<file path="config.mk">
export PLATFORM = sky130hd
export DESIGN_NAME = rans_enc_div
export DESIGN_NICKNAME = d
export VERILOG_FILES = /design/src/rtl/core/rans_enc_pkg.sv /design/src/rtl/core/rans_enc_div.sv
export SDC_FILE = /design/constraint.sdc
export NUM_CORES = 1
export LEC_CHECK = 0
export BUFFER_PORTS_ARGS = -buffer_cell sky130_fd_sc_hd__buf_2
export CORE_AREA = 4 4 137 73
export CTS_BUF_LIST = sky130_fd_sc_hd__clkbuf_4 sky130_fd_sc_hd__clkbuf_8
export CTS_CLUSTER_DIAMETER = 80
export DETAILED_ROUTE_END_ITERATION = 8
export DIE_AREA = 0 0 141 77
export PLACE_DENSITY_LB_ADDON = 0.05
export SYNTH_ARGS = -nofsm -noshare
export SYNTH_HDL_FRONTEND = slang
export SYNTH_SLANG_ARGS = --single-unit
</file>
<file path="constraint.sdc">
create_clock -name i_clk -period 6.5 [get_ports i_clk]
set_input_delay 0 -clock i_clk [delete_from_list [all_inputs] [get_ports i_clk]]
set_output_delay 0 -clock i_clk [all_outputs]
set_load 0.02 [all_outputs]
</file>
<file path="src/rtl/core/rans_enc_pkg.sv">
// Shared types and constants for the rANS byte encoder.
`default_nettype none

package rans_enc_pkg;

    // Fixed field widths of the transfer payloads.
    localparam int OPCODE_W = 2;
    localparam int SYMBOL_W = 8;
    localparam int FREQ_W   = 13;
    localparam int BYTE_W   = 8;
    localparam int TABLE_DEPTH = 1 << SYMBOL_W;
    localparam int FLUSH_BYTES = 8;
    localparam int FLUSH_CNT_W = 3;

    // Opcodes of an input item.
    localparam logic [OPCODE_W-1:0] OP_LOAD   = 2'd0;
    localparam logic [OPCODE_W-1:0] OP_ENCODE = 2'd1;
    localparam logic [OPCODE_W-1:0] OP_FLUSH  = 2'd2;

    typedef struct packed {
        logic [OPCODE_W-1:0] opcode;
        logic [SYMBOL_W-1:0] symbol;
        logic [FREQ_W-1:0]   freq_value;
        logic [FREQ_W-1:0]   cum_value;
    } t_in_item;

    typedef struct packed {
        logic [BYTE_W-1:0] out_byte;
        logic              is_error;
        logic              last;
    } t_out_item;

    // Sequencer states of the top level.
    typedef enum logic [2:0] {
        S_IDLE,
        S_CHECK,
        S_RENORM,
        S_DIV_START,
        S_DIV_WAIT,
        S_ERROR,
        S_FLUSH
    } t_seq_state;

endpackage

`default_nettype wire

</file>
<file path="src/rtl/core/rans_enc_div.sv">
// Iterative restoring divider, one quotient bit per cycle.
`default_nettype none

module rans_enc_div #(
    parameter int DividendW = 36
) (
    input  wire logic                                i_clk,
    input  wire logic                                i_rst_n,
    input  wire logic                                i_start,
    input  wire logic [DividendW-1:0]                i_dividend,
    input  wire logic [rans_enc_pkg::FREQ_W-1:0]     i_divisor,
    output logic                                     o_done,
    output logic      [DividendW-1:0]                o_quotient,
    output logic      [rans_enc_pkg::FREQ_W-1:0]     o_remainder
);
    import rans_enc_pkg::*;

    localparam int CntW = $clog2(DividendW + 1);

    logic [DividendW-1:0] r_quo;
    logic [FREQ_W-1:0]    r_rem;
    logic [FREQ_W-1:0]    r_div;
    logic [CntW-1:0]      r_cnt;
    logic                 r_busy;
    logic                 r_done;

    logic [FREQ_W:0]      trial;
    logic                 fits;
    logic [FREQ_W:0]      diff;

    // One step: bring down the next dividend bit and try a subtraction.
    always_comb begin
        trial = {r_rem, r_quo[DividendW-1]};
        fits  = (trial >= {1'b0, r_div});
        diff  = trial - {1'b0, r_div};
    end

    // Control: busy until every dividend bit has been shifted through, then a done pulse.
    always_ff @(posedge i_clk) begin
        if (!i_rst_n) begin
            r_busy <= 1'b0;
            r_done <= 1'b0;
            r_cnt  <= '0;
        end else begin
            r_done <= 1'b0;
            if (i_start) begin
                r_busy <= 1'b1;
                r_cnt  <= CntW'(DividendW);
            end else if (r_busy) begin
                r_cnt <= r_cnt - CntW'(1);
                if (r_cnt == CntW'(1)) begin
                    r_busy <= 1'b0;
                    r_done <= 1'b1;
                end
            end
        end
    end

    // Datapath: quotient bits shift in from the right as the dividend leaves.
    always_ff @(posedge i_clk) begin
        if (i_start) begin
            r_quo <= i_dividend;
            r_rem <= '0;
            r_div <= i_divisor;
        end else if (r_busy) begin
            r_quo <= {r_quo[DividendW-2:0], fits};
            r_rem <= fits ? diff[FREQ_W-1:0] : trial[FREQ_W-1:0];
        end
    end

    assign o_done      = r_done;
    assign o_quotient  = r_quo;
    assign o_remainder = r_rem;

endmodule

`default_nettype wire

</file>
==> metrics, run 1 <==
wire per inst 15.5 µm; unrepaired setup endpoints after global routing no; Sequential Power Share 0.482; CTS tree done; WP data arrival 3.67 ns; clock buffer count from CTS 9; die width 141 µm; post-route minimum period 3.41 ns; antenna-violating nets left 0; Synth Area in Adders 0.0601; Clock Tree Root clkbuf_8; grt total ovfl 0; register area share after synthesis 0.548; Synth Area per Inst 12.6 µm²; Simple-Gate Fraction of Synth Area 0.0887; met2 Use GR 0.255; Hold Path Class primary input to register; Post-DP HPWL 5.72 mm; DRC violation total after the first TritonRoute iteration 145; Slew @ Worst Pin 1.16 ns; post-synthesis mux area share 0.129; final wirelength 8.55 mm; DR vias 2751; Worst-Skew Late Latency 0.35 ns; Crit. End Element register; R2R Setup Slk 3.09 ns; post-place instance area 4090 µm²; ys flop type edfxtp_1; Worst VDD drop 0.000104 V; Static Leak 2.09 nW; Core Util, Final 0.553; post-synthesis compound-gate area fraction 0.108; DRC violations left 0; Layout Cells excl Fill 553; Power Density 238 nW/µm²; hold_ws 0.0568 ns; post-route cell area 4780 µm²; Final Net Count 499; share of cells above drive strength 1 0.365; Fmax achieved 293 MHz; Final Hold Vio Count 0; # rows 24; placer congestion estimate 0.804; Vias/cell 4.97; final setup margin 3.09 ns; yosys warns 0; GR Layer Usage met1 0.205; clock network fraction of total power 0.305; crit-path max FO 22; CTS Buffer Depth 2; Ant. Diodes 0; io pins 102; pre-CTS setup slack 3.07 ns; max_slew headroom 0.225; WP data required 6.76 ns; Sw Ratio 0.287; Post-Route Setup TNS 0 ns; startpoint types register; Core Area 8650 µm²; CTS H-tree depth 3; 1st-pass router iterations 4; most frequent cells in the layout 101 x buf_2, 50 x dlygate4sd3_1, 49 x edfxtp_1, 35 x mux2_2, 21 x dfxtp_1; worst setup path class register to register; combinational family with the most area after synthesis multiplexers; Synth Cell Area 3450 µm²; initial antenna violation count 0; post-cts repair resize count 0; Port Buf Inserts 101; busiest grt layer met2; Netlist cell types 49; Pwr Total 1.14 mW; Tot GR Track Use 0.162; Combinational Power Share 0.214; commonest non-fill, non-tap cell in the layout buf_2; Synth async-reset ratio 0; Initial Util 0.399; largest net degree at the start of global routing 49; Post-synth EDFFs 49; Max Slew Vio Count 0; Sw Pwr 0.327 mW; final setup violation count 0; internal power 0.810 mW; xor and xnor area share after synthesis 0.0330; vias in the first global route 2825; die area 10900 µm²; outcome finished, final reports clean; GRT met3 Usage 0.0653; die height 77 µm; P&R area growth vs syn 38.4%; first-pass GRT wire length 14.0 mm; Syn Inst Count 275; Setup Skew 0.00712 ns; number of synthesized register bits 70; Mapped Nets 343; # clock sinks 70; clock transition at the registers of the reported paths 0.08 ns; Placed Instances 487; Max-Cap Viols 0; period utilization 0.525
## metal layers
| layer | vias up | part of all wire |
|---|---|---|
| met5 | - | 0 |
| met4 | 0 | 0.013 |
| met3 | 13 | 0.083 |
| li1 | 1341 | - |
| met2 | 94 | 0.46 |
| met1 | 1303 | 0.45 |
## repair_timing
| action | 4_1_cts | 5_1_grt |
|---|---|---|
| hold buffers | 50 | 0 |
| endpoints found under the hold margin | 52 | 0 |
| setup buffers | 0 | 0 |
## state kept, by name (all words and copies together) (netlist names)
signal / count
r_div: 13
r_cnt: 6
o_remainder: 13
r_busy: 1
o_quotient: 36
o_done: 1
## final cells by class
| type | instances | area, µm² |
|---|---|---|
| repair buffers | 153 | 1020 |
| inverters | 20 | 75.1 |
| fillers | 750 | 3870 |
| clock inverters | 7 | 65.1 |
| flip-flops and latches | 70 | 1890 |
| clock buffers | 9 | 124 |
| multi-input cells | 177 | 1460 |
| well taps | 117 | 146 |
## synth_stat cells (4+ instances only)
| cell type | count | area (µm²) |
|---|---|---|
| and2_1 | 6 | 37.5 |
| edfxtp_1 | 49 | 1470 |
| a211oi_1 | 4 | 30.0 |
| mux2i_1 | 5 | 50.1 |
| ha_1 | 15 | 188 |
| xnor2_1 | 10 | 87.6 |
| dfxtp_1 | 21 | 420 |
| nand2_1 | 12 | 45.0 |
| mux2_2 | 35 | 394 |
| inv_1 | 20 | 75.1 |
| nor2_1 | 16 | 60.1 |
| clkbuf_1 | 6 | 22.5 |
| nor3_1 | 6 | 30.0 |
| nand3_1 | 7 | 35.0 |
| a21oi_1 | 6 | 30.0 |
| a21o_1 | 7 | 52.6 |
## power groups by stage
stage / Combinational [mW] / Clock [mW] / Sequential, mW
finish: 0.243 / 0.346 / 0.548
CTS: 0.244 / 0.359 / 0.548
detailed placement: 0.219 / 0 / 0.557
global placement: 0.218 / 0 / 0.556
global route: 0.265 / 0.382 / 0.553
floorplan: 0.114 / 0 / 0.589
## worst max-delay path: stages (launching register included)
cell and delay (ns):
edfxtp_1 0.41, inv_1 0.07, ha_1 0.15, inv_1 0.06
fa_1 0.41, a21o_1 0.25, a221oi_4 0.37, a21oi_2 0.14
o41ai_4 1.00, mux2i_1 0.19, a211oi_1 0.26
## logic make-up (layout without fill, tap and decap cells)
group	after synthesis	after routing
flops	70	70
simple gates	62	62
compound gates	46	46
mux	40	40
buf+inv	28	189
fa+ha+maj	16	16
xor+xnor	13	13
## worst paths after layout
path,from,end,cells past startpoint
min reg2reg,o_remainder[3],o_remainder[3],2
max reg2reg,o_quotient[35],o_remainder[7],10
min,i_start,o_remainder[6],2
max,o_quotient[35],o_remainder[7],10
(Power assumes the default switching activity.)
==> run 2, diff against run 1 <==
==> constraint.sdc (replaced) <==
create_clock -name i_clk -period 3.6 [get_ports i_clk]
set_input_delay 0 -clock i_clk [delete_from_list [all_inputs] [get_ports i_clk]]
set_output_delay 0 -clock i_clk [all_outputs]
set_load 0.02 [all_outputs]
==> run 2 against run 1 <==
  * Register-to-register slack worse by 2.4 ns
  * Die area stayed put
  * Non-clock buffer count is 1 higher
  * Power is 80% higher
  * Via count is 0.47% lower
  * Sequential share of layout area hardly changed
  * Final cell count stayed put
  * Sequential power is 81% higher
  * Critical endpoint is now o_remainder[11]
  * Highest routed layer unchanged
==> metrics, run 2 (synthesis gave the netlist of run 1 again) <==
Ant. Diodes 0 (unchanged); final setup violation count 0 (unchanged); critical-path cell list inv_1 > ha_1 > inv_1 > fa_1 > a21o_1 > a221oi_4 > a21oi_2 > o41ai_4 > buf_4 > a311oi_1 > o31a_1; Setup Skew 0.00782 ns (+0.000701 ns); worst setup path class register to register; DR vias 2738 (-0.47%); max FFs per register 36 (unchanged); DRC violation total after the first TritonRoute iteration 158 (+9.0%); 1st-pass router iterations 4 (unchanged); # clock sinks 70 (unchanged); die width 141 µm (unchanged); Max-Cap Viols 0 (unchanged); CTS H-tree depth 3 (unchanged); Final Net Count 500 (+0.20%); Core Area 8650 µm² (unchanged); startpoint types register; met1 WL 3.82 mm (-0.24%); Top delay family on crit path compound AO/OA/AOI/OAI gates; Slowest-stage cell, CP edfxtp_1; antenna-violating nets left 0 (unchanged); first-pass GRT wire length 13.9 mm (-0.64%); vias in the first global route 2801 (-0.85%); WP data required 3.83 ns (-2.93 ns); period utilization 0.798 (+0.274); CTS Buffer Depth 2 (unchanged); Tot GR Track Use 0.161 (-0.000979); Post-Route Setup TNS 0 ns (unchanged); crit-path max FO 10 (-55%); buffers and inverters on the worst path 3 (+1); post-cts repair resize count 0 (unchanged); Worst-Skew Late Latency 0.35 ns (about the same); P&R area growth vs syn 38.5% (about the same); share of cells above drive strength 1 0.367 (+0.00229); Post-DP HPWL 5.84 mm (+2.2%); fillers 745 (-0.67%); die area 10900 µm² (unchanged); Initial Util 0.399 (unchanged); Max Slew Vio Count 0 (unchanged); Final Hold Vio Count 0 (unchanged); WP data arrival 3.10 ns (-0.57 ns); Crit. End Element register; Clock Tree Root clkbuf_8; wire per inst 15.5 µm (+0.15%); Vias/cell 4.95 (-0.47%); largest net degree at the start of global routing 37 (-24%); Routed met3 length 689 µm (-3.0%); Worst VDD drop 0.000232 V (+120%); clock buffer count from CTS 9 (unchanged); post-route minimum period 2.87 ns (-0.536 ns); Static Leak 2.10 nW (+0.32%); # rows 24 (unchanged); unrepaired setup endpoints after global routing no; Power Density 429 nW/µm² (+80%); Hold Path Class primary input to register; outcome finished, final reports clean; Port Buf Inserts 101 (unchanged); initial antenna violation count 0 (unchanged); Fmax achieved 348 MHz (+19%); DRC violations left 0 (unchanged); placer congestion estimate 0.851 (+5.9%); CTS tree done; highest routed layer met4; Worst path max stage delay 0.42 ns (-0.58 ns); clock transition at the registers of the reported paths 0.07 ns (about the same); Slew @ Worst Pin 0.874 ns (-0.284 ns); CP most frequent cell inv_1; most frequent cells in the layout 101 x buf_2, 49 x dlygate4sd3_1, 49 x edfxtp_1, 35 x mux2_2, 21 x dfxtp_1; max_slew headroom 0.415 (+0.190); final wirelength 8.57 mm (+0.15%); io pins 102 (unchanged); die height 77 µm (unchanged); commonest non-fill, non-tap cell in the layout buf_2; Core Util, Final 0.553 (about the same); met2 WL 4.00 mm (+2.6%); grt total ovfl 0 (unchanged)
run 2: cell count changes in the layout (fill, tap and decap cells not counted):
cell,before,now
buf_4,2,4
clkbuf_4,0,4
clkinv_2,3,0
clkinv_4,1,0
clkinvlp_4,1,0
dlygate4sd3_1,50,49
run 2: layout make-up:
| type | instances | area [µm²] | share of cell area |
|---|---|---|---|
| clock inverter | 2 | 33.8 | 0.00706 |
| multi-input combinational | 177 | 1460 | 0.305 |
| inverter | 20 | 75.1 | 0.0157 |
| tap | 117 | 146 | 0.0306 |
| clock buffer | 13 | 154 | 0.0322 |
| sequential | 70 | 1890 | 0.395 |
| timing repair buffer | 154 | 1030 | 0.214 |
run 2: through the flow:
step,worst slack (ns),area [µm²],hold slack [ns],total power [mW],instances
global placement,0.842,4110,0.176,1.40,489
detailed placement,0.749,4110,0.178,1.41,489
global route,0.529,4780,0.0266,2.17,553
CTS,0.715,4780,0.00922,2.08,553
finish,0.726,4780,0.0143,2.05,553
floorplan,0.752,3450,0.0989,1.27,275
run 2: path summary, 6_finish.rpt:
kind	startpoint	end	slack (ns)	depth (start not counted)
max	o_quotient[35]	o_remainder[11]	0.73	11
min	i_dividend[0]	o_quotient[0]	0.01	3
max reg2reg	o_quotient[35]	o_remainder[11]	0.73	11
min reg2reg	r_cnt[1]	r_cnt[1]	0.50	2
run 2: timing repair:
item,CTS,global route
buffers inserted,0,0
hold buffers,49,0
endpoints found under the hold margin,51,0
run 2: metal layers:
metal,track usage,vias to the layer above
met5,0,-
met4,0.0406,0
met3,0.0628,8
met2,0.254,87
met1,0.209,1297
li1,-,1346
run 2: worst reg2reg max path, cell delays in order (launching register included):
cell	delay, ns
edfxtp_1	0.42
inv_1	0.08
ha_1	0.15
inv_1	0.05
fa_1	0.41
a21o_1	0.25
a221oi_4	0.38
a21oi_2	0.14
o41ai_4	0.31
buf_4	0.23
a311oi_1	0.06
o31a_1	0.28
run 2: report_power, final:
part | internal, mW | switching [mW] | leakage (nW)
Combinational | 0.205 | 0.235 | 1.34
Sequential | 0.945 | 0.0451 | 0.661
Clock | 0.346 | 0.275 | 0.0988
